==> src/rtl/rbb_pkg.sv <==
`timescale 1ns / 1ps
package rbb_pkg;

   localparam int MAX_RADIUS  = 7;
   localparam int MAX_WIDTH   = 1024;
   localparam int STORE_ROWS  = 2 * MAX_RADIUS + 1;
   localparam int STORE_DEPTH = STORE_ROWS * MAX_WIDTH;
   localparam int COL_W       = $clog2(MAX_WIDTH);
   localparam int SLOT_W      = $clog2(STORE_ROWS);
   localparam int ADDR_W      = SLOT_W + COL_W;
   localparam int SPAN_W      = $clog2(2 * MAX_RADIUS + 1);
   localparam int SUM_W       = 16;
   localparam int DIV_W       = 8;
   localparam int STEP_W      = $clog2(SUM_W);

   localparam logic [10:0] WIDTH_LIMIT  = 11'd1024;
   localparam logic [10:0] HEIGHT_LIMIT = 11'd1024;

   localparam logic OP_PIXEL = 1'b0;
   localparam logic OP_DRAIN = 1'b1;

   localparam logic [1:0] CSR_RADIUS = 2'd0;
   localparam logic [1:0] CSR_WIDTH  = 2'd1;
   localparam logic [1:0] CSR_HEIGHT = 2'd2;

   typedef struct packed {
      logic       op;
      logic [7:0] in_red;
      logic [7:0] in_green;
      logic [7:0] in_blue;
   } req_type;

   typedef struct packed {
      logic [7:0] out_red;
      logic [7:0] out_green;
      logic [7:0] out_blue;
      logic [9:0] out_x;
      logic [9:0] out_y;
      logic       run_last;
   } rsp_type;

   typedef struct packed {
      logic [2:0]        radius;
      logic              wr_en;
      logic [SLOT_W-1:0] wr_slot;
      logic [COL_W-1:0]  wr_col;
      logic [23:0]       wr_data;
      logic              rd_en;
      logic              rd_inframe;
      logic [SLOT_W-1:0] rd_slot;
      logic [COL_W-1:0]  rd_col;
      logic              acc_clr;
      logic              div_load;
      logic              div_step;
      logic              out_load;
      logic [9:0]        out_x;
      logic [9:0]        out_y;
      logic              out_last;
   } dp_cmd_type;

   typedef struct packed {
      logic out_free;
   } dp_status_type;

   function automatic logic [SLOT_W-1:0] slot_inc(input logic [SLOT_W-1:0] s);
      slot_inc = (s == SLOT_W'(STORE_ROWS - 1)) ? '0 : s + 1'b1;
   endfunction

   function automatic logic [SLOT_W-1:0] slot_sub(input logic [SLOT_W-1:0] s,
                                                   input logic [SLOT_W-1:0] k);
      slot_sub = (s >= k) ? s - k : s + SLOT_W'(STORE_ROWS) - k;
   endfunction

endpackage

==> src/rtl/rbb_control.sv <==
`timescale 1ns / 1ps
module rbb_control import rbb_pkg::*; (
   input  logic          clock,
   input  logic          reset,
   input  logic          req_valid,
   output logic          req_stall,
   input  req_type       req,
   input  logic [2:0]    radius,
   input  logic [10:0]   frame_width,
   input  logic [10:0]   frame_height,
   input  dp_status_type status,
   output dp_cmd_type    cmd
);

   typedef enum logic [2:0] {
      S_IDLE, S_SETUP, S_WIN, S_WAIT, S_DLOAD, S_DIV, S_PUSH
   } state_type;

   state_type         state_ff, state_in;
   logic [9:0]        icol_ff, icol_in;
   logic [10:0]       irow_ff, irow_in;
   logic [SLOT_W-1:0] islot_ff, islot_in;
   logic [9:0]        ecol_ff, ecol_in;
   logic [10:0]       erow_ff, erow_in;
   logic [SLOT_W-1:0] eslot_ff, eslot_in;
   logic              fd_ff, fd_in;
   logic [9:0]        x_ff, x_in;
   logic [9:0]        xend_ff, xend_in;
   logic [9:0]        y_ff, y_in;
   logic [SLOT_W-1:0] yslot_ff, yslot_in;
   logic [SPAN_W-1:0] k_ff, k_in;
   logic [SPAN_W-1:0] m_ff, m_in;
   logic [11:0]       j_ff, j_in;
   logic [11:0]       i_ff, i_in;
   logic [SLOT_W-1:0] jslot_ff, jslot_in;
   logic [STEP_W-1:0] d_ff, d_in;

   logic [10:0]       w_eff, h_eff;
   logic [10:0]       ec, er, c, yi, y, x0, x1;
   logic [SLOT_W-1:0] es, ys, yslot;
   logic [SLOT_W-1:0] nb;
   logic [SPAN_W-1:0] span;
   logic              fd_t, row_end, have;

   always_comb begin
      w_eff = (frame_width == '0) ? 11'd1 :
              (frame_width > WIDTH_LIMIT) ? WIDTH_LIMIT : frame_width;
      h_eff = (frame_height == '0) ? 11'd1 :
              (frame_height > HEIGHT_LIMIT) ? HEIGHT_LIMIT : frame_height;
      span  = {radius, 1'b0};

      state_in = state_ff;
      icol_in  = icol_ff;   irow_in  = irow_ff;   islot_in = islot_ff;
      ecol_in  = ecol_ff;   erow_in  = erow_ff;   eslot_in = eslot_ff;
      fd_in    = fd_ff;
      x_in     = x_ff;      xend_in  = xend_ff;
      y_in     = y_ff;      yslot_in = yslot_ff;
      k_in     = k_ff;      m_in     = m_ff;
      j_in     = j_ff;      i_in     = i_ff;      jslot_in = jslot_ff;
      d_in     = d_ff;
      ec = '0; er = '0; es = '0; c = '0; yi = '0; ys = '0; y = '0;
      x0 = '0; x1 = '0; yslot = '0; nb = '0; fd_t = 1'b0;
      row_end = 1'b0; have = 1'b0;

      cmd        = '0;
      cmd.radius = radius;
      req_stall  = (state_ff != S_IDLE);

      case (state_ff)
         S_IDLE: begin
            if (req_valid) begin
               if (req.op == OP_DRAIN) begin
                  if (fd_ff) begin
                     ec = {1'b0, ecol_ff}; er = erow_ff; es = eslot_ff;
                     if (ec >= w_eff) begin
                        ec = '0; er = er + 1'b1; es = slot_inc(es);
                     end
                     if (er >= h_eff) begin
                        fd_in = 1'b0; ecol_in = '0; erow_in = '0; eslot_in = '0;
                     end else begin
                        x_in = ec[9:0]; xend_in = ec[9:0];
                        y_in = er[9:0]; yslot_in = es;
                        state_in = S_SETUP;
                        ec = ec + 1'b1;
                        if (ec >= w_eff) begin
                           ec = '0; er = er + 1'b1; es = slot_inc(es);
                        end
                        if (er >= h_eff) begin
                           fd_in = 1'b0; ec = '0; er = '0; es = '0;
                        end
                        ecol_in = ec[9:0]; erow_in = er; eslot_in = es;
                     end
                  end
               end else begin
                  fd_t = fd_ff; ec = {1'b0, ecol_ff}; er = erow_ff; es = eslot_ff;
                  if (fd_t) begin
                     fd_t = 1'b0; ec = '0; er = '0; es = '0;
                  end
                  c = {1'b0, icol_ff}; yi = irow_ff; ys = islot_ff;
                  if (c >= w_eff) begin
                     c = '0; yi = yi + 1'b1; ys = slot_inc(ys);
                  end
                  if (yi >= h_eff) begin
                     yi = '0; ys = '0;
                  end
                  cmd.wr_en   = 1'b1;
                  cmd.wr_slot = ys;
                  cmd.wr_col  = c[9:0];
                  cmd.wr_data = {req.in_red, req.in_green, req.in_blue};
                  row_end = (c == w_eff - 1'b1);
                  if (yi >= {8'b0, radius}) begin
                     y     = yi - {8'b0, radius};
                     yslot = slot_sub(ys, {1'b0, radius});
                     if (row_end) begin
                        x0 = (c >= {8'b0, radius}) ? c - {8'b0, radius} : '0;
                        x1 = w_eff - 1'b1;
                        have = 1'b1;
                     end else if (c >= {8'b0, radius}) begin
                        x0 = c - {8'b0, radius};
                        x1 = x0;
                        have = 1'b1;
                     end
                     if (have) begin
                        x_in = x0[9:0]; xend_in = x1[9:0];
                        y_in = y[9:0]; yslot_in = yslot;
                        state_in = S_SETUP;
                        if (row_end) begin
                           ec = '0; er = y + 1'b1; es = slot_inc(yslot);
                        end else begin
                           ec = x1 + 1'b1; er = y; es = yslot;
                        end
                     end
                  end
                  if (row_end) begin
                     icol_in = '0;
                     if (yi >= h_eff - 1'b1) begin
                        irow_in = '0; islot_in = '0;
                        nb = (h_eff < {8'b0, radius}) ? h_eff[SLOT_W-1:0] : {1'b0, radius};
                        if (nb != '0) begin
                           fd_t = 1'b1; ec = '0;
                           er = h_eff - {7'b0, nb};
                           es = slot_sub(slot_inc(ys), nb);
                        end else begin
                           ec = '0; er = '0; es = '0;
                        end
                     end else begin
                        irow_in = yi + 1'b1; islot_in = slot_inc(ys);
                     end
                  end else begin
                     icol_in = c[9:0] + 1'b1; irow_in = yi; islot_in = ys;
                  end
                  fd_in = fd_t; ecol_in = ec[9:0]; erow_in = er; eslot_in = es;
               end
            end
         end
         S_SETUP: begin
            cmd.acc_clr = 1'b1;
            k_in = '0; m_in = '0;
            j_in = 12'(y_ff) - 12'(radius);
            i_in = 12'(x_ff) - 12'(radius);
            jslot_in = slot_sub(yslot_ff, {1'b0, radius});
            state_in = S_WIN;
         end
         S_WIN: begin
            cmd.rd_en      = 1'b1;
            cmd.rd_inframe = !j_ff[11] && (j_ff[10:0] < h_eff) &&
                             !i_ff[11] && (i_ff[10:0] < w_eff);
            cmd.rd_slot    = jslot_ff;
            cmd.rd_col     = i_ff[9:0];
            if (m_ff == span) begin
               m_in = '0;
               i_in = 12'(x_ff) - 12'(radius);
               if (k_ff == span) begin
                  state_in = S_WAIT;
               end else begin
                  k_in = k_ff + 1'b1;
                  j_in = j_ff + 1'b1;
                  jslot_in = slot_inc(jslot_ff);
               end
            end else begin
               m_in = m_ff + 1'b1;
               i_in = i_ff + 1'b1;
            end
         end
         S_WAIT: begin
            state_in = S_DLOAD;
         end
         S_DLOAD: begin
            cmd.div_load = 1'b1;
            d_in = '0;
            state_in = S_DIV;
         end
         S_DIV: begin
            cmd.div_step = 1'b1;
            if (d_ff == STEP_W'(SUM_W - 1)) begin
               state_in = S_PUSH;
            end else begin
               d_in = d_ff + 1'b1;
            end
         end
         S_PUSH: begin
            cmd.out_x    = x_ff;
            cmd.out_y    = y_ff;
            cmd.out_last = (x_ff == xend_ff);
            if (status.out_free) begin
               cmd.out_load = 1'b1;
               if (x_ff == xend_ff) begin
                  state_in = S_IDLE;
               end else begin
                  x_in = x_ff + 1'b1;
                  state_in = S_SETUP;
               end
            end
         end
         default: begin
            state_in = S_IDLE;
         end
      endcase
   end

   always_ff @(posedge clock) begin
      if (reset) begin
         state_ff <= S_IDLE;
         icol_ff  <= '0;  irow_ff  <= '0;  islot_ff <= '0;
         ecol_ff  <= '0;  erow_ff  <= '0;  eslot_ff <= '0;
         fd_ff    <= 1'b0;
      end else begin
         state_ff <= state_in;
         icol_ff  <= icol_in;  irow_ff  <= irow_in;  islot_ff <= islot_in;
         ecol_ff  <= ecol_in;  erow_ff  <= erow_in;  eslot_ff <= eslot_in;
         fd_ff    <= fd_in;
      end
      x_ff     <= x_in;   xend_ff  <= xend_in;
      y_ff     <= y_in;   yslot_ff <= yslot_in;
      k_ff     <= k_in;   m_ff     <= m_in;
      j_ff     <= j_in;   i_ff     <= i_in;   jslot_ff <= jslot_in;
      d_ff     <= d_in;
   end

endmodule

==> config.mk <==
export PLATFORM = sky130hd
export DESIGN_NAME = rbb_control
export DESIGN_NICKNAME = d
export VERILOG_FILES = /design/src/rtl/rbb_pkg.sv /design/src/rtl/rbb_control.sv
export SDC_FILE = /design/constraint.sdc
export NUM_CORES = 1
export LEC_CHECK = 0
export BUFFER_PORTS_ARGS = -buffer_cell sky130_fd_sc_hd__buf_2
export CAP_MARGIN = 20
export CORE_MARGIN = 8
export CORE_UTILIZATION = 38
export CTS_CLUSTER_DIAMETER = 30
export DETAILED_ROUTE_END_ITERATION = 7
export HOLD_SLACK_MARGIN = 0.08
export SETUP_SLACK_MARGIN = 0.15
export SLEW_MARGIN = 30
export SYNTH_ARGS = -nofsm -noshare
export SYNTH_HDL_FRONTEND = slang
export SYNTH_SLANG_ARGS = --single-unit
==> constraint.sdc <==
create_clock -name clock -period 12.26 [get_ports clock]
set_input_delay 1.226 -clock clock [delete_from_list [all_inputs] [get_ports clock]]
set_output_delay 1.226 -clock clock [all_outputs]
set_load 0.1 [all_outputs]
== Yosys cells after proc, flatten, opt, wreduce, memory -nomap -nowiden ==
Index checks and enable logic that the tools add are counted.
Word-level totals
  logic and storage cells: 294
  output and inout bits: 84
  input port bits: 54
  bits in registers: 128
Operators by class
  reduce and logical (&&, ||, !) cells: 23
  equality and inequality tests: 31
  magnitude comparators: 17
  $add $sub $neg: 36
  bitwise gates (word level): 1
  muxes and demuxes: 168
Operators by type and width (count)
  $mux 11: 43
  $mux 10: 36
  $mux 4: 45
  $mux 39: 3
  $add 11x1->11 const B: 6
  $ge 11x11->1: 5
  $pmux 12 s2: 2
  $add 4x1->4 const B: 9
  $mux 12: 3
  $pmux 4 s2: 4
  $add 10x1->10 const B: 3
  $mux 3: 10
  $eq 4x4->1 const B: 7
  $add 12x1->12 const B: 2
  $ge 10x11->1: 2
  $ge 11x3->1: 2
  $gt 11x11->1 const B: 2
  $logic_not 11->1: 2
  $lt 11x11->1: 2
  $mux 22: 1
  $sub 10x3->11: 2
  $sub 11x1->11 const B: 2
  $pmux 3 s7: 1
  $pmux 10 s2: 1
  other kinds (32): 81

== Longest topological paths before layout ==
  depth after elaboration: 25
  gate-level depth with buffers: 41
  depth with buffers taken out: 34

== Least setup slack after synthesis ==
No wires, ideal clock.
  path type: input-to-reg
  start point: input frame_width[4]
  end point: register x_ff[0], enable pin
  arrival time: 8.220 ns
  stages on the path: 32
  setup slack: 3.699 ns
  buffers on the path: 7
  required time: 11.919 ns
  setup time: 0.341 ns
  cells stage by stage: buf_2 > nor4_4 > a32o_1 > ha_1 > nand2b_1 > a211oi_1 > o21ai_2 > a21oi_1 > buf_2 > buf_2 > clkbuf_1 > nand2_1 > nand2_1 > ha_1 > nor2b_1 > o211ai_1 > a21oi_1 > o2111ai_1 > and2_1 > buf_2 > clkbuf_1 > nand2_1 > ha_1 > clkbuf_1 > nand3_1 > nand2_1 > inv_1 > a41oi_2 > o21ai_2 > o22ai_1 > and3_1 > o22a_1
Between the ends
  word-level cells in the longest chain between the ends: 17
  elaborated cells between the ends (all ways): 39
  those cells by class: add/sub: 1; order compare: 7; eq/ne: 4; mux: 25; reduce/logical: 2
RTL lines
  start, declared: RTL line rbb_control.sv:9  | input logic [10:0] frame_width,
  $gt 11x11->1: RTL line rbb_control.sv:47  | (frame_width > WIDTH_LIMIT) ? WIDTH_LIMIT : frame_width;
  $mux 11: RTL line rbb_control.sv:47
  $mux 11 (*): RTL line rbb_control.sv:46  | w_eff = (frame_width == '0) ? 11'd1 :
  branches (longest 13 deep; another with $ge 10x11->1)
  $reduce_and 8->1 (no source line) (*)
  end signal, assigned: RTL line rbb_control.sv:233  | x_ff <= x_in; xend_ff <= xend_in;
  end, declared: RTL line rbb_control.sv:27  | logic [9:0] x_ff, x_in;
Every way passes the cells marked *. The select of a mux whose other input is x is not followed.
A chain may end at the register's enable or synchronous reset.

== Worst setup path after layout ==
  start point: input frame_width[5]
  end point: register x_ff[7], enable pin
The elaborated chain is that of the path after synthesis.

==> results_dict.tcl <==
set metrics [dict create \
    tightest_slew_ns 0.980 \
    synth_edf_count 74 \
    drtAntennaViolNets 0 \
    htreeDepth 4 \
    critical_path_class "in -> reg" \
    cts_sinks 128 \
    r2r_cells 26 \
    antenna_found_initial 0 \
    power_density_nw_per_um2 93.9 \
    holdWs_ns 0.527 \
    routedWlPerCell_um 20.4 \
    post-route-period-util_pct 81.1 \
    die_w_um 214 \
    cts_setup_buffers 0 \
    nFillCells 4001 \
    async_flop_share_pct 0 \
    clk_path_buf_depth 2 \
    start_util_pct 38.6 \
    power.internal_mw 0.942 \
    overflow 0 \
    cp_slowest_cell "a21oi_1" \
    stdcell_count 2528 \
    status "completed" \
    fin_setup_tns_ns 0 \
    die_h_um 214 \
    ys_types 102 \
    crit_arrival_ns 10.07 \
    p_leak_nw 7.07 \
    timing.final.max_slew_violations 0 \
    crit_required_ns 12.39 \
    hold_viol_final 0 \
    hpwlAfterDp_um 40900 \
    totalWireLength_um 51600 \
    drt-vias-per-instance 5.86 \
    clk-insertion-delay-late_ns 0.45 \
    rrSetupSlack_ns 3.51 \
    drive_gt1_share_pct 11.7 \
    first_pass_iters 6 \
    hold_path_class "reg -> reg" \
    cts-resized-gates 0 \
    cts_hold_buf 0 \
    p_clk_share_pct 32.6 \
    rsz0062_at_grt "false" \
    row_count 72 \
    io_buffers 137 \
    die_area_um2 45900 \
    ys_seq_area_share_pct 22.1 \
    drc 0 \
    swShare_pct 39.4 \
    yosys_warnings 0 \
    post-route-util_pct 42.8 \
    fmax_mhz 101 \
    cp-end-kind "flip-flop" \
    track_usage_pct 21.8 \
    skew_ns 0.0161 \
    finalSetupViolCount 0 \
    grt_max_degree 57 \
    final_nets 2207 \
    slowest_delay_ns 0.72 \
    combinationalPowerShare_pct 33.9 \
    clkTransAtPathRegs_ns 0.06 \
    numCtsBuffers 17 \
    synth-seq-cells 128 \
    grt_first_pass_wirelength_um 81300 \
    whs_path_depth 2 \
    grt_pass1_vias 14270 \
    min_period_ns 9.94 \
    seqPwrFrac_pct 33.5 \
    syn-num-nets 2143 \
    core_um2 38700 \
    place_congestion 0.971 \
    start_kind "input port" \
    synth_cells 1933 \
    synth_area_um2 14900 \
    power.switching_mw 0.613 \
    place_inst 2496 \
    cts_root_buf "clkbuf_16" \
    ir_drop_v 0.0000997 \
    syn_avg_cell_area_um2 7.73 \
    max_slew_margin_pct 34.3 \
    routed-via-count 14803 \
    cp_max_fo 25 \
    diodes 0 \
    synth_ff_type "edfxtp_1" \
    ios 138 \
    cts_tree "built" \
    max-cap-violations 0 \
    dr.first_iter.drc_count 1180 \
    area_delta_synth_final_pct 10.8 \
]
## layout by cell type, fill, tap and decap left out, drive strengths merged, types with 12 or more instances in the layout
| master | netlist | layout |
|---|---|---|
| nor4 | 20 | 20 |
| nand2b | 29 | 29 |
| and3 | 60 | 60 |
| a21oi | 131 | 131 |
| clkbuf | 77 | 17 |
| dfxtp | 54 | 54 |
| xnor2 | 79 | 79 |
| nor2 | 192 | 192 |
| ha | 145 | 145 |
| a31oi | 21 | 21 |
| o211ai | 13 | 13 |
| mux2i | 16 | 16 |
| nand3b | 12 | 12 |
| a21o | 23 | 23 |
| inv | 76 | 83 |
| nand2 | 174 | 174 |
| xor2 | 67 | 67 |
| o21a | 12 | 12 |
| o21ai | 136 | 136 |
| nand4 | 22 | 22 |
| a221oi | 15 | 15 |
| and2 | 62 | 62 |
| a211oi | 26 | 26 |
| buf | 31 | 153 |
| nor2b | 24 | 24 |
| nand3 | 84 | 84 |
| a22oi | 17 | 17 |
| nor3 | 49 | 49 |
| edfxtp | 74 | 74 |
| or3 | 20 | 20 |
## area by class of cell
type / instances / area (um2) / share of cell area [%]
clock buffer: 17 / 425 / 2.57
clock inverter: 15 / 150 / 0.907
inverter: 79 / 297 / 1.79
multi-input combinational: 1618 / 10900 / 66.0
sequential: 128 / 3300 / 19.9
tap: 518 / 648 / 3.91
timing repair buffer: 153 / 806 / 4.87
## through the flow
stage / power [mW] / worst slack, ns / cell area (um2)
after floorplan: 0.903 / 3.70 / 14900
after detailed placement: 1.05 / 2.07 / 16000
after global routing: 1.64 / 1.71 / 16600
after CTS: 1.56 / 2.53 / 16600
after global placement: 1.04 / 2.32 / 16000
final: 1.56 / 2.32 / 16600
## cell families (layout without fill, tap and decap cells)
group	Yosys count	in the layout	synth area share (%)
flip-flops	128	128	22.1
AND/OR/NAND/NOR	795	795	27.4
multiplexers	20	20	1.40
buffers and inverters	187	264	5.01
adder cells (fa/ha/maj)	156	156	13.6
XOR/XNOR	146	146	8.55
other	1	1	0.0251
AO/OA/AOI/OAI	500	500	21.9
## cell usage after synthesis (54+ instances only)
cell type  count  area (um2)
nand2_1      174         653
nand3_1       84         420
and2_1        61         382
and3_1        60         375
a21oi_1      130         651
edfxtp_1      74        2220
clkbuf_1      77         289
xnor2_1       79         692
inv_1         72         270
ha_1         145        1810
dfxtp_1       54        1080
nor2_1       192         721
o21ai_0      106         531
xor2_1        67         587
## sequential cells by signal, summed over array words and instances, names as in the netlist
name / flops
k_ff: 4
fd_ff: 1
x_ff: 10
icol_ff: 10
ecol_ff: 10
xend_ff: 10
eslot_ff: 4
j_ff: 12
y_ff: 10
i_ff: 12
state_ff: 3
jslot_ff: 4
irow_ff: 11
islot_ff: 4
d_ff: 4
yslot_ff: 4
m_ff: 4
erow_ff: 11
## power by group through the flow
stage               clock network, mW  registers, mW  logic [mW]
floorplan                           0          0.510       0.394
global route                    0.530          0.525       0.580
global placement                    0          0.529       0.512
detailed placement                  0          0.530       0.520
CTS                             0.513          0.520       0.522
finish                          0.506          0.522       0.527
## worst max-delay path, delay by kind of cell
kind,cells,cell delay (ns)
fa+ha+maj,3,0.93
compound gates,11,4.54
xor+xnor,1,0.39
simple gates,9,2.08
buf+inv,5,0.86
## final timing paths
kind,from,end
setup / recovery,frame_width[5],x_ff[7]$_DFFE_PP_
hold / removal,erow_ff[10]$_SDFFE_PP0P_,erow_ff[10]$_SDFFE_PP0P_
setup reg to reg,icol_ff[6]$_SDFFE_PP0P_,x_ff[7]$_DFFE_PP_
hold reg to reg,erow_ff[10]$_SDFFE_PP0P_,erow_ff[10]$_SDFFE_PP0P_
## per-layer routing
layer  global-route usage [%]  routed length, um  part of all wire [%]  vias up
met5                        0                  0                     0        -
met4                     5.94               1100                   2.1        0
met3                     3.96               3420                   6.6       72
met2                     36.0              23800                    46      536
met1                     28.8              23200                    45     7022
li1                         -                  -                     -     7173
No activity file was read; power rests on OpenSTA's default activity.
